--- src/sv/ffla_pkg.sv ---
// ----------------------------------------------------------------------------
// Frame free list allocator package
// Widths, op codes, state encoding and the link memory request word.
// ----------------------------------------------------------------------------
package ffla_pkg;

    localparam int FRAME_BITS = 16;
    localparam int NUM_FRAMES = 1 << FRAME_BITS;
    localparam int FIELD_W    = 16;
    localparam int SUM_W      = ((FRAME_BITS > FIELD_W) ? FRAME_BITS : FIELD_W) + 1;

    typedef logic [FRAME_BITS-1:0] frame_t;
    typedef logic [FIELD_W-1:0]    field_t;
    typedef logic [SUM_W-1:0]      sum_t;

    localparam frame_t FRAME_MASK     = '1;
    localparam field_t LOW_MARK_RESET = 16'd256;  // frame 256

    typedef enum logic [1:0] {
        OP_ADD   = 2'd0,
        OP_ALLOC = 2'd1,
        OP_FREE  = 2'd2,
        OP_NONE  = 2'd3
    } op_t;

    typedef enum logic [2:0] {
        ST_IDLE,
        ST_DECODE,
        ST_ALLOC_WAIT,
        ST_ADD_CHAIN,
        ST_ADD_LINK
    } state_t;

    typedef struct packed {
        logic   we;
        frame_t waddr;
        frame_t wdata;
        logic   re;
        frame_t raddr;
    } mem_req_t;

endpackage

--- src/sv/ffla_ctrl.sv ---
// ----------------------------------------------------------------------------
// Frame free list allocator: control
// Op sequencer, list head and tail, config register and result register.
// ----------------------------------------------------------------------------
module ffla_ctrl (
    input  logic              clk,
    input  logic              aresetn,
    input  logic              s_valid,
    output logic              s_ready,
    input  logic [1:0]        s_op,
    input  ffla_pkg::field_t  s_region_start,
    input  ffla_pkg::field_t  s_region_pages,
    input  logic              s_region_usable,
    input  ffla_pkg::field_t  s_release_frame,
    output logic              m_valid,
    input  logic              m_ready,
    output ffla_pkg::field_t  m_granted_frame,
    output logic              m_out_of_memory,
    input  logic              cfg_valid,
    output logic              cfg_ready,
    input  ffla_pkg::field_t  cfg_wdata,
    output ffla_pkg::mem_req_t mem_req,
    input  ffla_pkg::frame_t  mem_rdata
);

    import ffla_pkg::*;

    state_t state_reg, state_next;
    op_t    op_reg;
    field_t start_reg, pages_reg, release_reg;
    logic   usable_reg;
    field_t low_mark_reg;
    frame_t head_reg, head_next;
    frame_t tail_reg, tail_next;
    frame_t cur_reg, cur_next;
    frame_t last_reg, last_next;
    frame_t first_reg, first_next;
    logic   m_valid_reg, m_valid_next;
    field_t granted_reg, granted_next;
    logic   oom_reg, oom_next;

    logic   slot_free;
    frame_t first_raw, first_adj, last_clip, rel_frame;
    logic   zero_first, add_skip;
    field_t pages_adj;
    sum_t   last_sum;

    assign s_ready         = (state_reg == ST_IDLE);
    assign cfg_ready       = 1'b1;
    assign m_valid         = m_valid_reg;
    assign m_granted_frame = granted_reg;
    assign m_out_of_memory = oom_reg;
    assign slot_free       = !m_valid_reg || m_ready;

    // region bounds: skip frame zero, clip at the top frame
    always_comb begin
        first_raw  = frame_t'(start_reg);
        zero_first = (first_raw == '0);
        first_adj  = zero_first ? frame_t'(1) : first_raw;
        pages_adj  = zero_first ? (pages_reg - field_t'(1)) : pages_reg;
        add_skip   = !usable_reg || (start_reg < low_mark_reg) ||
                     (pages_reg == '0) || (pages_adj == '0);
        last_sum   = sum_t'(first_adj) + sum_t'(pages_adj) - sum_t'(1);
        last_clip  = (last_sum > sum_t'(FRAME_MASK)) ? FRAME_MASK : frame_t'(last_sum);
        rel_frame  = frame_t'(release_reg);
    end

    always_comb begin
        state_next   = state_reg;
        head_next    = head_reg;
        tail_next    = tail_reg;
        cur_next     = cur_reg;
        last_next    = last_reg;
        first_next   = first_reg;
        m_valid_next = m_valid_reg && !m_ready;
        granted_next = granted_reg;
        oom_next     = oom_reg;
        mem_req      = '0;

        case (state_reg)
            ST_IDLE: begin
                if (s_valid) begin
                    state_next = ST_DECODE;
                end
            end
            ST_DECODE: begin
                case (op_reg)
                    OP_ADD: begin
                        if (add_skip) begin
                            if (slot_free) begin
                                m_valid_next = 1'b1;
                                granted_next = '0;
                                oom_next     = 1'b0;
                                state_next   = ST_IDLE;
                            end
                        end else begin
                            first_next = first_adj;
                            cur_next   = first_adj;
                            last_next  = last_clip;
                            state_next = ST_ADD_CHAIN;
                        end
                    end
                    OP_ALLOC: begin
                        if (head_reg != '0) begin
                            mem_req.re    = 1'b1;
                            mem_req.raddr = head_reg;
                            state_next    = ST_ALLOC_WAIT;
                        end else if (slot_free) begin
                            m_valid_next = 1'b1;
                            granted_next = '0;
                            oom_next     = 1'b1;
                            state_next   = ST_IDLE;
                        end
                    end
                    OP_FREE: begin
                        if (slot_free) begin
                            // push: new frame links to the old head
                            if (rel_frame != '0) begin
                                mem_req.we    = 1'b1;
                                mem_req.waddr = rel_frame;
                                mem_req.wdata = head_reg;
                                head_next     = rel_frame;
                            end
                            m_valid_next = 1'b1;
                            granted_next = '0;
                            oom_next     = 1'b0;
                            state_next   = ST_IDLE;
                        end
                    end
                    default: begin
                        if (slot_free) begin
                            m_valid_next = 1'b1;
                            granted_next = '0;
                            oom_next     = 1'b0;
                            state_next   = ST_IDLE;
                        end
                    end
                endcase
            end
            ST_ALLOC_WAIT: begin
                // pop: link of the old head becomes the new head
                if (slot_free) begin
                    head_next    = mem_rdata;
                    m_valid_next = 1'b1;
                    granted_next = field_t'(head_reg);
                    oom_next     = 1'b0;
                    state_next   = ST_IDLE;
                end
            end
            ST_ADD_CHAIN: begin
                mem_req.we    = 1'b1;
                mem_req.waddr = cur_reg;
                if (cur_reg != last_reg) begin
                    mem_req.wdata = cur_reg + frame_t'(1);
                    cur_next      = cur_reg + frame_t'(1);
                end else begin
                    mem_req.wdata = '0;
                    state_next    = ST_ADD_LINK;
                end
            end
            ST_ADD_LINK: begin
                if (slot_free) begin
                    // append after the previous region's tail
                    if (tail_reg != '0) begin
                        mem_req.we    = 1'b1;
                        mem_req.waddr = tail_reg;
                        mem_req.wdata = first_reg;
                    end
                    tail_next = last_reg;
                    if (head_reg == '0) begin
                        head_next = first_reg;
                    end
                    m_valid_next = 1'b1;
                    granted_next = '0;
                    oom_next     = 1'b0;
                    state_next   = ST_IDLE;
                end
            end
            default: begin
                state_next = ST_IDLE;
            end
        endcase
    end

    always_ff @(posedge clk) begin
        if (!aresetn) begin
            state_reg    <= ST_IDLE;
            head_reg     <= '0;
            tail_reg     <= '0;
            m_valid_reg  <= 1'b0;
            low_mark_reg <= LOW_MARK_RESET;
        end else begin
            state_reg   <= state_next;
            head_reg    <= head_next;
            tail_reg    <= tail_next;
            m_valid_reg <= m_valid_next;
            if (cfg_valid) begin
                low_mark_reg <= cfg_wdata;
            end
        end
    end

    always_ff @(posedge clk) begin
        cur_reg     <= cur_next;
        last_reg    <= last_next;
        first_reg   <= first_next;
        granted_reg <= granted_next;
        oom_reg     <= oom_next;
        if (s_valid && s_ready) begin
            op_reg      <= op_t'(s_op);
            start_reg   <= s_region_start;
            pages_reg   <= s_region_pages;
            usable_reg  <= s_region_usable;
            release_reg <= s_release_frame;
        end
    end

endmodule

--- config.mk ---
export PLATFORM = sky130hd
export DESIGN_NAME = ffla_ctrl
export DESIGN_NICKNAME = d
export VERILOG_FILES = /design/src/sv/ffla_pkg.sv /design/src/sv/ffla_ctrl.sv
export SDC_FILE = /design/constraint.sdc
export NUM_CORES = 1
export LEC_CHECK = 0
export BUFFER_PORTS_ARGS = -buffer_cell sky130_fd_sc_hd__buf_4
export CELL_PAD_IN_SITES_DETAIL_PLACEMENT = 2
export CELL_PAD_IN_SITES_GLOBAL_PLACEMENT = 2
export CORE_UTILIZATION = 36
export DETAILED_ROUTE_END_ITERATION = 8
export GPL_ROUTABILITY_DRIVEN = 0
export GPL_TIMING_DRIVEN = 0
export PLACE_DENSITY = 0.81
export SYNTH_ARGS = -nofsm -noshare
export SYNTH_HDL_FRONTEND = slang
export SYNTH_SLANG_ARGS = --single-unit
export TNS_END_PERCENT = 50
--- constraint.sdc ---
create_clock -name clk -period 4.8 [get_ports clk]
set_input_delay 0 -clock clk [delete_from_list [all_inputs] [get_ports clk]]
set_output_delay 0 -clock clk [all_outputs]
set_load 0.01 [all_outputs]
==> run_results.csv, run 1 <==
group,metric,value,unit
floorplanning,io_pins,158,
critical_path,cp-start-kind,"register",
synth,synth_area_leaders,"edfxtp_1 37%, dfxtp_1 11%, ha_1 6.4%",
timing,hold_viol,0,
timing,fin_tns_setup,0,ps
finish,seq_area,4520,um2
clock_network,clk_pin_slew_worst_paths,80,ps
grt,met2_usage,53.0,%
finish,nets,1334,
synth,synth-edff-count,116,
finish,multiInputGateArea,4320,um2
clock_network,clockRootBuffer,"clkbuf_16",
finish,finalNonFillerCells,1540,
synth,synth-main-ff-cell,"edfxtp_1",
clock_network,worstSkewPairLatency,450,ps
synth,syn_area,9380,um2
grt,grt_max_degree,36,
place,dp_hpwl,27000,um
timing,tightest_slew,1070,ps
worst_hold_path,hp-class,"input pin to register",
place,port_buffers,154,
synth,synth_top_cell_area_share,37.2,%
timing,slew_viol_final,0,
clock_network,cts_tree,"yes",
clock_network,htree_levels,4,
outcome,outcome,"complete, no violations",
timing,fmaxAchievable,213,MHz
synth,synth_top_area_cell,"edfxtp_1",
flow_run,cap_violations,0,
worst_hold_path,min_path_cells,5,
synth,synth.most_common_cell,"edfxtp_1",
finish,synthToLayoutAreaGrowth,32.4,%
route,wl,38700,um
floorplanning,dieArea,26700,um2
critical_path,reg2reg_depth,17,
synth,synth_seq_cells,168,
finish,antenna_cells,0,
synth,synth_nets,1072,
clock_network,cts_buffers,17,
grt,antenna_found_initial,0,
route,drc_errors,0,
floorplanning,start_util,37.0,%
power,ir_drop,0.139,mV
route,ant_nets,0,
timing,skew,18.9,ps
place,dp.cells,1423,
timing,fin_crit_sh,97.8,%
synth,yosys_warnings,0,
floorplanning,die_w,163,um
grt,grt_util_all_layers,28.5,%
synth,syn_avg_cell_area,10.0,um2
synth,synth_cells,935,
finish,fin_area,12400,um2
critical_path,critPathRequiredTime,5000,ps
floorplanning,chipHeight,163,um
critical_path,path_class,"register to register",
finish,drive_above_1_share,19.5,%
finish,fillers,2657,
timing,setup_viol,0,
synth,ys_seq_area_share,48.3,%
critical_path,cp.arrival,4890,ps
route,wl_per_cell,25.1,um
critical_path,reg2reg_slack,110,ps
grt,grt_first_pass_wirelength,56300,um
route,via_per_inst,5.55,
critical_path,path_max_fanout,10,
timing,slew-limit-headroom,28.3,%
place,place_area,11000,um2
critical_path,cp-end-kind,"register",
clock_network,cts_sinks,168,
route,via_count,8554,
floorplanning,fp.coreArea,25300,um2
grt,grt_pass1_vias,9480,
place,pre_cts_ws,-301,ps
floorplanning,core.rowCount,58,
power,leakage,5.02,nW
synth,synthArstFlopShare,0,%
grt,grt-busiest-layer,"met2",
clock_network,cts_buffer_depth,2,
power,p_per_area,298,nW/um2
synth,ys_types,69,
grt,grtUsageMet3,3.63,%
timing,period_needed,4690,ps
grt,grt_overflow_total,0,
route,drt-pass1-iter-count,5,
synth,synth_commonest_cells,"116 x edfxtp_1, 114 x nand2_1, 82 x inv_1, 52 x dfxtp_1, 51 x clkbuf_1",
timing,setup_ws,105,ps
route,drt_iter0_drc,546,
grt,use_met1,32.9,%
[repair_timing]
| item | 4_1_cts | 5_1_grt |
|---|---|---|
| hold buffers | 68 | 0 |
| buffers inserted | 2 | 15 |
| hold endpoints to repair | 68 | 0 |
| pin swaps | 1 | 0 |
| endpoints found under the setup margin | 16 | 16 |
| resized for setup | 3 | 7 |
[power breakdown]
part	switching, mW	internal, mW	leakage [nW]	total, mW
combinational	0.344	0.299	3.25	0.643
sequential	0.0807	1.63	1.51	1.71
clock	0.661	0.676	0.261	1.34
[cells by family (layout without fill, tap and decap cells)]
family	after synthesis	in the layout	share of synthesized area, %
AOI/OAI and AO/OA	199	199	14.6
xor gates and xnor gates	56	56	5.23
adders and majority gates	49	49	6.62
buffers and inverters	142	417	6.35
DFF	168	168	48.3
muxes	17	17	1.81
other	1	1	0.0400
and+or+nand+nor	303	303	17.0
[cells in the final DEF, fill, tap and decap left out, types with 3 or more instances in the layout]
cell           Yosys  final
nand2_1          114    114
or3_1              9      9
o21ai_0           48     46
a22oi_1           17     17
mux2i_1           17     17
a21boi_0          32     32
a211oi_1           6      6
clkbuf_16          0     17
nand2b_1           9      9
edfxtp_1         116    116
dfxtp_1           52     52
o22ai_1           16     16
inv_6              0      6
and2_1            19     18
o31ai_1            3      3
clkinvlp_4         0      3
clkbuf_1          51     52
nor2_1            26     26
xor2_1            34     34
nor3_1            13     13
inv_1             82     82
buf_6              3      3
a21oi_1           16     14
buf_4              1    175
a222oi_1          16     16
ha_1              48     48
nand4_1            6      6
xnor2_1           22     21
and3_1            23     23
a21o_1             7      7
nor4_4             1      6
nor4_1            22     22
nand3_1           16     16
nor2b_1           22     22
o211ai_1          20     20
dlygate4sd3_1      1     69
[routing by layer]
layer | share of wire, % | up-vias
li1 | - | 3892
met1 | 40 | 4290
met2 | 52 | 287
met3 | 4.2 | 85
met4 | 3.7 | 0
met5 | 0 | -
[final cells by class]
cell class | count | area share, %
buffer | 59 | 2.29
clock buffer | 18 | 3.46
inverter | 83 | 2.51
multi-input combinational | 625 | 34.8
clock inverter | 14 | 0.928
tap | 330 | 3.33
sequential | 168 | 36.5
timing repair buffer | 243 | 16.2
[through the flow]
stage	util (%)	power (mW)	hold WS, ps
floorplan	-	2.03	98.9
global placement	43.2	2.25	179
detailed placement	43.4	2.29	179
CTS	48.4	3.65	52.4
global route	49.0	3.81	108
finish	49.0	3.69	60.2
[worst paths after layout]
kind,startpoint,to
worst max-delay path,first_raw[1],last_reg[7]
worst min-delay path,mem_rdata[10],head_reg[10]
worst max register to register,first_raw[1],last_reg[7]
worst min register to register,tail_reg[13],tail_reg[13]
[critical path: stages, from the launching register on]
cell	delay [ps]
edfxtp_1	540
nor4_4	460
nand4_4	240
buf_6	220
nor4_1	330
xnor2_1	150
ha_1	310
inv_1	50
ha_1	350
nor3_1	320
nor3_1	100
a21oi_2	230
a21oi_2	120
a211oi_1	240
o21bai_1	130
xnor2_2	230
buf_4	180
a21bo_2	220
No activity file was read; power rests on OpenSTA's default activity.
==> run 2, diff against run 1 <==
- MAX_ROUTING_LAYER: unset -> met4
==> run_results.csv, run 2 (synthesis results as in run 1) <==
group,metric,value,unit
timing,setup_viol,0,
clock_network,htree_levels,4,
clock_network,cts_tree,"yes",
critical_path,worst_path_max_delay_cell,"edfxtp_1",
finish,layout_common_cells,"175 x buf_4, 116 x edfxtp_1, 114 x nand2_1, 82 x inv_1, 69 x dlygate4sd3_1",
power,leakage,5.02,nW
critical_path,cp-end-kind,"register",
timing,fin_crit_sh,95.9,%
route,via_per_inst,5.55,
route,drt_iter0_drc,501,
grt,grt_first_pass_wirelength,56300,um
route,drt-pass1-iter-count,6,
power,p_sw,1.07,mW
floorplanning,core.rowCount,58,
critical_path,path_class,"register to register",
place,dp_hpwl,27000,um
critical_path,worstPathCellList,"nor4_4 -> nand4_4 -> buf_6 -> nor2_1 -> a21oi_1 -> ha_1 -> inv_1 -> ha_1 -> fa_1 -> a211oi_1 -> o21bai_1 -> a21o_1 -> a21o_1 -> a41oi_1 -> a211o_1 -> nor2b_1 -> o21ai_0",
worst_hold_path,hp-class,"input pin to register",
clock_network,cts_buffers,17,
timing,hold_viol,0,
finish,drive_above_1_share,19.5,%
critical_path,cp.arrival,4780,ps
power,switching_share,29.2,%
route,ant_nets,0,
floorplanning,dieArea,26700,um2
clock_network,clockRootBuffer,"clkbuf_16",
timing,slew_viol_final,0,
clock_network,cts_sinks,168,
timing,tightest_slew,1060,ps
timing,timing.hold.ws,62.3,ps
floorplanning,start_util,37.0,%
power,pwr-share-seq,46.5,%
place,port_buffers,154,
timing,fmaxAchievable,217,MHz
critical_path,path_max_fanout,10,
power,power,3.68,mW
finish,finalNonFillerCells,1540,
critical_path,cp_slowest_stage_delay,530,ps
power,p_clk_share,36.2,%
grt,grt_pass1_vias,9504,
timing,slew-limit-headroom,28.6,%
floorplanning,io_pins,158,
flow_run,cap_violations,0,
timing,period_needed,4600,ps
route,wl_per_cell,24.8,um
clock_network,cts_buffer_depth,2,
timing,setup_ws,199,ps
grt,grt_util_all_layers,29.4,%
clock_network,clk_pin_slew_worst_paths,80,ps
route,wl,38200,um
power,p_per_area,297,nW/um2
critical_path,reg2reg_depth,17,
floorplanning,fp.coreArea,25300,um2
timing,skew,14.3,ps
clock_network,worstSkewPairLatency,450,ps
power,combPwrFrac,17.4,%
critical_path,critPathRequiredTime,4970,ps
finish,antenna_cells,0,
finish,nets,1334,
route,drc_errors,0,
place,dp.cells,1423,
floorplanning,die_w,163,um
place,pre_cts_ws,-301,ps
finish,synthToLayoutAreaGrowth,32.4,%
grt,grt_max_degree,36,
grt,grt_overflow_total,0,
worst_hold_path,min_path_cells,5,
power,p_int,2.61,mW
power,ir_drop,0.137,mV
critical_path,cp-start-kind,"register",
timing,fin_tns_setup,0,ps
finish,final_common_cell,"buf_4",
outcome,outcome,"complete, no violations",
route,via_count,8542,
grt,antenna_found_initial,0,
floorplanning,chipHeight,163,um
## run 2: cell counts in the layout (fill, tap and decap cells not counted)
Identical to the previous run, type by type.
## run 2: power groups by stage
stage	Combinational (mW)	Sequential (mW)	Clock, mW
CTS	0.609	1.71	1.34
detailed placement	0.546	1.74	0
finish	0.639	1.71	1.33
global placement	0.509	1.74	0
global route	0.699	1.72	1.39
floorplan	0.324	1.71	0
## run 2: cell type report
class,count,area [um2]
Clock buffer,18,429
Sequential cell,168,4520
Tap cell,330,413
Fill cell,2664,12900
Multi-Input combinational cell,625,4320
Buffer,59,284
Inverter,83,312
Clock inverter,14,115
Timing Repair Buffer,243,2010
## run 2: timing repair
item,in CTS,in global routing
setup endpoints to repair,16,16
hold endpoints to repair,68,0
pin swaps,1,0
hold buffers,68,0
resized for setup,3,7
setup buffers,2,15
## run 2: worst paths after layout
| check | start | endpoint | slack [ps] |
|---|---|---|---|
| min reg2reg | tail_reg[13] | tail_reg[13] | 500 |
| max | first_raw[5] | last_reg[13] | 200 |
| max reg2reg | first_raw[5] | last_reg[13] | 200 |
| min | mem_rdata[10] | head_reg[10] | 60 |
## run 2: stage by stage
| stage | cell area (um2) | util [%] |
|---|---|---|
| 6_report | 12400 | 49.0 |
| 2_1_floorplan | 9380 | - |
| 4_1_cts | 12200 | 48.4 |
| 3_5_place_dp | 11000 | 43.4 |
| 5_1_grt | 12400 | 49.0 |
| 3_3_place_gp | 10900 | 43.2 |
## run 2: routing by layer
metal / share of wire (%) / track usage [%] / vias up / wire [um]
li1: - / - / 3888 / -
met1: 40 / 32.8 / 4286 / 15200
met2: 53 / 53.2 / 303 / 20100
met3: 4.5 / 3.61 / 65 / 1730
met4: 3.0 / 10.6 / 0 / 1160
met5: 0 / - / - / 0
## run 2: worst max-delay path: cells and delay by family (launching register included)
family / cells / cell delay (ps)
simple gates: 4 / 890
flops: 1 / 530
compound gates: 8 / 1640
fa+ha+maj: 3 / 1000
buf+inv: 2 / 270
